==> config.mk <==
export PLATFORM = sky130hd
export DESIGN_NAME = color_palette_ram_port_core
export DESIGN_NICKNAME = d
export VERILOG_FILES = /design/src/hw/rtl/cpr_pkg.sv /design/src/hw/rtl/color_palette_ram_port_core.sv
export SDC_FILE = /design/constraint.sdc
export NUM_CORES = 2
export LEC_CHECK = 0
export BUFFER_PORTS_ARGS = -buffer_cell sky130_fd_sc_hd__buf_2
export CAP_MARGIN = 15
export CORE_MARGIN = 2
export CORE_UTILIZATION = 48
export DETAILED_ROUTE_END_ITERATION = 16
export SLEW_MARGIN = 20
export SYNTH_ARGS = -nofsm -noshare
export SYNTH_HDL_FRONTEND = slang
export SYNTH_SLANG_ARGS = --single-unit
==> constraint.sdc <==
create_clock -name clk -period 6.7 [get_ports clk]
set_input_delay 0.67 -clock clk [delete_from_list [all_inputs] [get_ports clk]]
set_output_delay 0.67 -clock clk [all_outputs]
set_load 0.05 [all_outputs]
==> src/hw/rtl/cpr_pkg.sv <==
// Shared types and constants for the colour palette RAM port.
// Command codes and the request and result word layouts; no dependencies.
package cpr_pkg;

	localparam int PALETTE_COUNT       = 8;
	localparam int COLOURS_PER_PALETTE = 4;
	localparam logic [7:0] PAL_MASK    = 8'((1 << PALETTE_COUNT) - 1);

	typedef enum logic [1:0] {
		CMD_INDEX_WR = 2'd0,
		CMD_DATA_WR  = 2'd1,
		CMD_READ     = 2'd2,
		CMD_FLUSH    = 2'd3
	} cmd_t;

	typedef struct packed {
		logic [1:0] command;
		logic       bank_select;
		logic [7:0] write_value;
	} req_word_t;

	typedef struct packed {
		logic [7:0] data_value;
		logic [7:0] index_value;
		logic [2:0] palette_out;
		logic [1:0] colour_out;
		logic [4:0] red;
		logic [4:0] green;
		logic [4:0] blue;
		logic       colour_valid;
		logic       last;
	} res_word_t;

endpackage

==> src/hw/rtl/color_palette_ram_port_core.sv <==
// Colour palette RAM port: two 64-byte palette banks with auto-increment index.
// Depends on cpr_pkg for command codes and the request and result words.
//
// A command is taken when start is high and busy is low; each result word is
// shown for one cycle with done high, and the receiver cannot stall. The
// palettes sit in one 64 x 16-bit synchronous RAM (bank, palette, colour)
// with a registered read; per-word valid bits make unwritten words read
// as zero, so no clearing pass is needed after reset. An index write or read
// passes S_RDIDX and S_RESP before the next accept; a data write does so twice
// (read, merge and write back, then re-read at the new index). A flush scans
// palette positions up to the last dirty one, then drains in S_DRAIN; one colour
// read per cycle on the RAM port while a dirty palette is read.
module color_palette_ram_port_core (
	input  logic              clk,
	input  logic              arst_n,
	input  logic              start,
	input  cpr_pkg::req_word_t request,
	output logic              busy,
	output logic              done,
	output cpr_pkg::res_word_t result
);

	typedef enum logic [2:0] {
		S_IDLE,
		S_RDIDX,
		S_RESP,
		S_FLUSH,
		S_DRAIN
	} state_t;

	state_t             state_q;
	cpr_pkg::cmd_t      cmd_q;
	logic               bank_q;
	logic [7:0]         val_q;
	logic [7:0]         idx_q   [2];
	logic [7:0]         dirty_q [2];
	logic [7:0]         scan_q;
	logic [2:0]         pal_q;
	logic [1:0]         col_q;
	logic [7:0]         data_q;
	logic               done_q;
	cpr_pkg::res_word_t result_q;
	logic               iss_s1;
	logic [2:0]         pal_s1;
	logic [1:0]         col_s1;
	logic               last_s1;

	logic [15:0]        mem [64];
	logic [63:0]        wv_q;
	logic [15:0]        rdata_q;
	logic               rvalid_q;

	logic [7:0]         idx_cur;
	logic [5:0]         raddr;
	logic [5:0]         waddr;
	logic [15:0]        rword;
	logic [7:0]         old_byte;
	logic [15:0]        wdata;
	logic               mem_we;
	logic [7:0]         scan_rest;
	logic               accept;
	logic               flush_any;
	logic               resp_go;
	logic               col_go;
	cpr_pkg::res_word_t resp_word;
	cpr_pkg::res_word_t col_word;

	assign accept    = start && !busy;
	assign busy      = (state_q != S_IDLE);
	assign done      = done_q;
	assign result    = result_q;
	assign idx_cur   = idx_q[bank_q];
	assign raddr     = (state_q == S_FLUSH) ? {bank_q, pal_q, col_q} : {bank_q, idx_cur[5:1]};
	assign waddr     = {bank_q, idx_cur[5:1]};
	assign rword     = rvalid_q ? rdata_q : 16'h0000;
	assign old_byte  = idx_cur[0] ? rword[15:8] : rword[7:0];
	assign wdata     = idx_cur[0] ? {val_q, rword[7:0]} : {rword[15:8], val_q};
	assign mem_we    = (state_q == S_RESP) && (cmd_q == cpr_pkg::CMD_DATA_WR);
	assign scan_rest = scan_q & ~(8'd1 << pal_q);
	assign flush_any = (dirty_q[bank_q] & cpr_pkg::PAL_MASK) != 8'h00;
	assign resp_go   = (state_q == S_RESP) && (cmd_q != cpr_pkg::CMD_DATA_WR) &&
		!((cmd_q == cpr_pkg::CMD_FLUSH) && flush_any);
	assign col_go    = (state_q == S_FLUSH) && scan_q[pal_q];

	always_comb begin
		resp_word              = '0;
		resp_word.data_value   = old_byte;
		resp_word.index_value  = idx_cur;
		resp_word.last         = 1'b1;
		col_word               = '0;
		col_word.data_value    = data_q;
		col_word.index_value   = idx_cur;
		col_word.palette_out   = pal_s1;
		col_word.colour_out    = col_s1;
		col_word.red           = rword[4:0];
		col_word.green         = rword[9:5];
		col_word.blue          = rword[14:10];
		col_word.colour_valid  = 1'b1;
		col_word.last          = last_s1;
	end

	always_ff @(posedge clk) begin
		if (mem_we) begin
			mem[waddr] <= wdata;
		end
		rdata_q  <= mem[raddr];
		rvalid_q <= wv_q[raddr];
	end

	always_ff @(posedge clk or negedge arst_n) begin
		if (!arst_n) begin
			state_q    <= S_IDLE;
			idx_q[0]   <= 8'h00;
			idx_q[1]   <= 8'h00;
			dirty_q[0] <= 8'h00;
			dirty_q[1] <= 8'h00;
			wv_q       <= '0;
			done_q     <= 1'b0;
			iss_s1     <= 1'b0;
		end else begin
			done_q <= resp_go || iss_s1;
			iss_s1 <= col_go;
			if (resp_go) begin
				result_q <= resp_word;
			end else if (iss_s1) begin
				result_q <= col_word;
			end
			case (state_q)
				S_IDLE: begin
					if (accept) begin
						cmd_q  <= cpr_pkg::cmd_t'(request.command);
						bank_q <= request.bank_select;
						val_q  <= request.write_value;
						if (cpr_pkg::cmd_t'(request.command) == cpr_pkg::CMD_INDEX_WR) begin
							idx_q[request.bank_select] <= request.write_value;
						end
						state_q <= S_RDIDX;
					end
				end
				S_RDIDX: begin
					state_q <= S_RESP;
				end
				S_RESP: begin
					case (cmd_q)
						cpr_pkg::CMD_DATA_WR: begin
							wv_q[waddr] <= 1'b1;
							if (old_byte != val_q) begin
								dirty_q[bank_q][idx_cur[5:3]] <= 1'b1;
							end
							if (idx_cur[7]) begin
								idx_q[bank_q] <= {2'b11, idx_cur[5:0] + 6'd1};
							end
							cmd_q   <= cpr_pkg::CMD_READ;
							state_q <= S_RDIDX;
						end
						cpr_pkg::CMD_FLUSH: begin
							data_q          <= old_byte;
							scan_q          <= dirty_q[bank_q] & cpr_pkg::PAL_MASK;
							dirty_q[bank_q] <= 8'h00;
							pal_q           <= 3'd0;
							col_q           <= 2'd0;
							if (flush_any) begin
								state_q <= S_FLUSH;
							end else begin
								state_q <= S_IDLE;
							end
						end
						default: begin
							state_q <= S_IDLE;
						end
					endcase
				end
				S_FLUSH, S_DRAIN: begin
					if (state_q == S_DRAIN) begin
						state_q <= S_IDLE;
					end else if (scan_q[pal_q]) begin
						pal_s1  <= pal_q;
						col_s1  <= col_q;
						last_s1 <= (col_q == 2'd3) && (scan_rest == 8'h00);
						col_q   <= col_q + 2'd1;
						if (col_q == 2'd3) begin
							scan_q <= scan_rest;
							pal_q  <= pal_q + 3'd1;
							if (scan_rest == 8'h00) begin
								state_q <= S_DRAIN;
							end
						end
					end else begin
						pal_q <= pal_q + 3'd1;
					end
				end
				default: begin
					state_q <= S_IDLE;
				end
			endcase
		end
	end

	a_done_after_work: assert property (@(posedge clk) disable iff (!arst_n)
		done |-> $past(busy))
		else $error("result strobe without a command in progress");

	a_issue_in_flush: assert property (@(posedge clk) disable iff (!arst_n)
		iss_s1 |-> (state_q == S_FLUSH || state_q == S_DRAIN))
		else $error("colour read outstanding outside flush");

	a_write_only_on_data: assert property (@(posedge clk) disable iff (!arst_n)
		mem_we |-> $past(state_q) == S_RDIDX)
		else $error("RAM write-back without a preceding read");

	a_accept_busy: assert property (@(posedge clk) disable iff (!arst_n)
		(start && !busy) |=> busy)
		else $error("command accepted but block not busy");

endmodule

==> flow_metrics.py <==
metrics = {
    "status": {
        "status": "finished clean",
    },
    "cts": {
        "postCtsSetupBuffers": 0,
        "clk_latency_ns": 0.74,
        "cts-resized-gates": 0,
        "tritoncts": "built",
        "cts_buffer_depth": 3,
        "clockRootBuffer": "clkbuf_16",
        "clk_pin_slew_worst_paths_ns": 0.06,
        "clock-sinks": 1218,
        "h-tree-depth": 4,
        "numCtsBuffers": 130,
    },
    "yosys": {
        "yosysTopAreaCellShare_pct": 67.78,
        "yosysMostFrequentCell": "edfxtp_1",
        "synthesis.nets": 3580,
        "netlist_area_mm2": 0.04873,
        "yosys_warnings": 0,
        "synth_seq_cells": 1218,
        "ys_types": 72,
        "synth-edff-count": 1100,
        "synthCells": 3558,
        "synth.avg_cell_area_um2": 13.70,
        "synth_largest_area_cell": "edfxtp_1",
        "synth_common_cells": "edfxtp_1, nand2_1, a21oi_1, mux2i_1, nand3_1",
        "dominantRegCellSynth": "edfxtp_1",
        "async_flop_share_pct": 8.292,
        "yosysSeqAreaShare_pct": 73.67,
        "synth.area.top_cells": "edfxtp_1, nand2_1, dfrtp_1",
    },
    "hold_path": {
        "hold_depth": 1,
        "hold_class": "in -> reg",
        "hp-start": "request[6]",
        "worstHoldEndpoint": "val_q[6]",
    },
    "route": {
        "vias": 30410,
        "ant_nets": 0,
        "drc": 0,
        "drtIter0Drc": 3845,
        "avgRoutedWirePerCell_um": 26.90,
        "wl_um": 137700,
        "drtPass1Iterations": 6,
        "routed_via_density": 5.939,
    },
    "pwr": {
        "seqPwrFrac_pct": 37.5,
        "ir_drop_mv": 0.4145,
        "powerDensity_mw_per_mm2": 494.9,
        "switchingPower_w": 0.01068,
        "internal_power_w": 0.01669,
        "total_power_w": 0.02737,
        "switching_share_pct": 39.01,
        "clkPwrFrac_pct": 26.6,
        "combPwrFrac_pct": 35.9,
        "power.leakage_nw": 19.42,
    },
    "timing": {
        "max_slew_margin_pct": 10.33,
        "worst_slew_pin_slew_ns": 1.333,
        "skew_ns": 0.02806,
        "post-route-period-util_pct": 69.64,
        "rsz0062_at_grt": "false",
        "timing.final.hold_violations": 0,
        "fin_setup_tns_ns": 0,
        "setup_viol": 0,
        "drv_slew": 0,
        "fin_crit_ns": 4.666,
        "fmax_ghz": 0.2143,
    },
    "die": {
        "ioPinCount": 54,
        "design.die.area_mm2": 0.1041,
        "core_mm2": 0.1004,
        "die_w_um": 322.6,
        "num_rows": 116,
        "die_h_um": 322.6,
        "start_util_pct": 48.52,
    },
    "place": {
        "io_buffers": 53,
        "dp_cells": 4880,
        "place.gp.congestion": 0.9146,
        "place_hpwl_um": 81650,
    },
    "final_layout": {
        "fin_util_pct": 55.07,
        "seq_area_mm2": 0.03590,
        "multi_input_area_mm2": 0.01207,
        "drive_above_1_share_pct": 14.54,
        "area_delta_synth_final_pct": 13.49,
        "nets": 3678,
        "fill_cells": 8167,
        "final-instance-count-excl-fill": 5120,
    },
    "global_route": {
        "grt_pass1_vias": 28757,
        "grt_max_degree": 114,
        "grt_pass1_wl_um": 201200,
        "overflow": 0,
        "track_usage_pct": 26.56,
        "antenna_found_initial": 3,
    },
    "worst_setup_path": {
        "startpoint_type": "flop",
        "endpoint_kind": "flop",
        "r2r_slack_ns": 2.03,
        "worstReg2RegStart": "bank_q",
        "rr_worst_depth": 11,
        "cp.arrival_ns": 5.34,
        "worstSetupPathType": "reg -> reg",
        "r2r-end": "rdata_q[1]",
        "cp_max_fo": 55,
        "required_ns": 7.37,
    },
    "run": {
        "drv_cap": 0,
    },
}
-- layout by cell type (no fill, tap or decap), drive strengths merged, types with 20 or more instances in the layout --
cell,n
nand2,833
clkinv,49
mux2i,172
a32oi,97
o21ai,62
nor4,62
and3,20
inv,23
buf,173
edfxtp,1100
or2,67
nand3,155
dfrtp,101
nor2,141
a21oi,198
nand4,70
clkbuf,160
a22oi,42
nand2b,20
-- metal layers --
| metal | GRT usage, % | vias up | share of wire [%] |
|---|---|---|---|
| met5 | 0 | - | 0 |
| met4 | 8.693 | 0 | 3.0 |
| met3 | 5.230 | 211 | 8.6 |
| met2 | 40.69 | 1352 | 46 |
| met1 | 38.31 | 15377 | 42 |
| li1 | - | 13470 | - |
-- through the flow --
step,instance area (um^2),hold WS [ns],setup slack (ns)
after detailed placement,50920,0.4526,1.972
after global routing,55300,0.1317,1.812
after global placement,50850,0.4510,1.581
after CTS,55260,0.1129,1.971
after floorplan,48730,0.3744,3.613
final,55310,0.1505,2.034
-- power groups by stage --
stage / combinational (W) / sequential (W) / clock, W
after global placement: 0.00960 / 0.0104 / 0
after CTS: 0.00975 / 0.0103 / 0.00738
after floorplan: 0.00589 / 0.0104 / 0
after global routing: 0.0105 / 0.0103 / 0.00766
final: 0.00983 / 0.0103 / 0.00728
after detailed placement: 0.00971 / 0.0104 / 0
-- cell families (layout without fill, tap and decap cells) --
family | after synthesis | after routing | share of synthesized area (%)
simple gates | 1417 | 1417 | 12.97
flops | 1218 | 1218 | 73.67
compound gates | 494 | 494 | 6.645
buf+inv | 224 | 428 | 2.257
mux | 185 | 185 | 4.039
xor+xnor | 12 | 12 | 0.2157
fa+ha+maj | 8 | 8 | 0.2054
other cells | 0 | 1 | 0
-- repair_timing --
action | in CTS | in global routing
setup endpoints to repair | 0 | 0
hold buffers | 1 | 0
endpoints found under the hold margin | 23 | 0
-- registers in the layout, summed over array words and instances (netlist names), 2 cells and up --
signal	cells
cmd_q	2
col_q	2
col_s1	2
data_q	8
dirty_q	16
idx_q	16
mem	1024
pal_q	3
pal_s1	3
rdata_q	16
result	38
scan_q	8
state_q	3
val_q	8
wv_q	64
-- critical path, cell delays in order, from the launching register on --
cell       delay, ns
edfxtp_1        0.35
buf_4           0.45
mux2i_4         0.43
inv_2           0.17
mux2i_4         0.28
buf_4           0.64
nor4_2          0.09
buf_4           0.24
a32oi_1         0.34
o2111ai_1       0.47
nor4_2          0.85
and3_1          0.25
-- how the worst max path moves through the flow --
stage / startpoint / end / slack [ns] / depth (start not counted)
2_1_floorplan: bank_q / mem[39][0] / 3.61 / 6
3_3_place_gp: bank_q / rdata_q[4] / 1.58 / 11
3_5_place_dp: bank_q / rdata_q[1] / 1.97 / 11
4_1_cts: bank_q / rdata_q[1] / 1.97 / 11
5_1_grt: bank_q / rdata_q[5] / 1.81 / 11
6_report: bank_q / rdata_q[1] / 2.03 / 11
-- layout make-up --
| class | count | share of cell area (%) |
|---|---|---|
| repair buffers | 174 | 2.251 |
| diodes | 1 | 0.004525 |
| flip-flops and latches | 1218 | 64.91 |
| clock inverters | 78 | 1.568 |
| well taps | 1357 | 3.070 |
| multi-input cells | 2116 | 21.83 |
| inverters | 16 | 0.1131 |
| clock buffers | 160 | 6.255 |
Power figures use the tool's default switching activity.
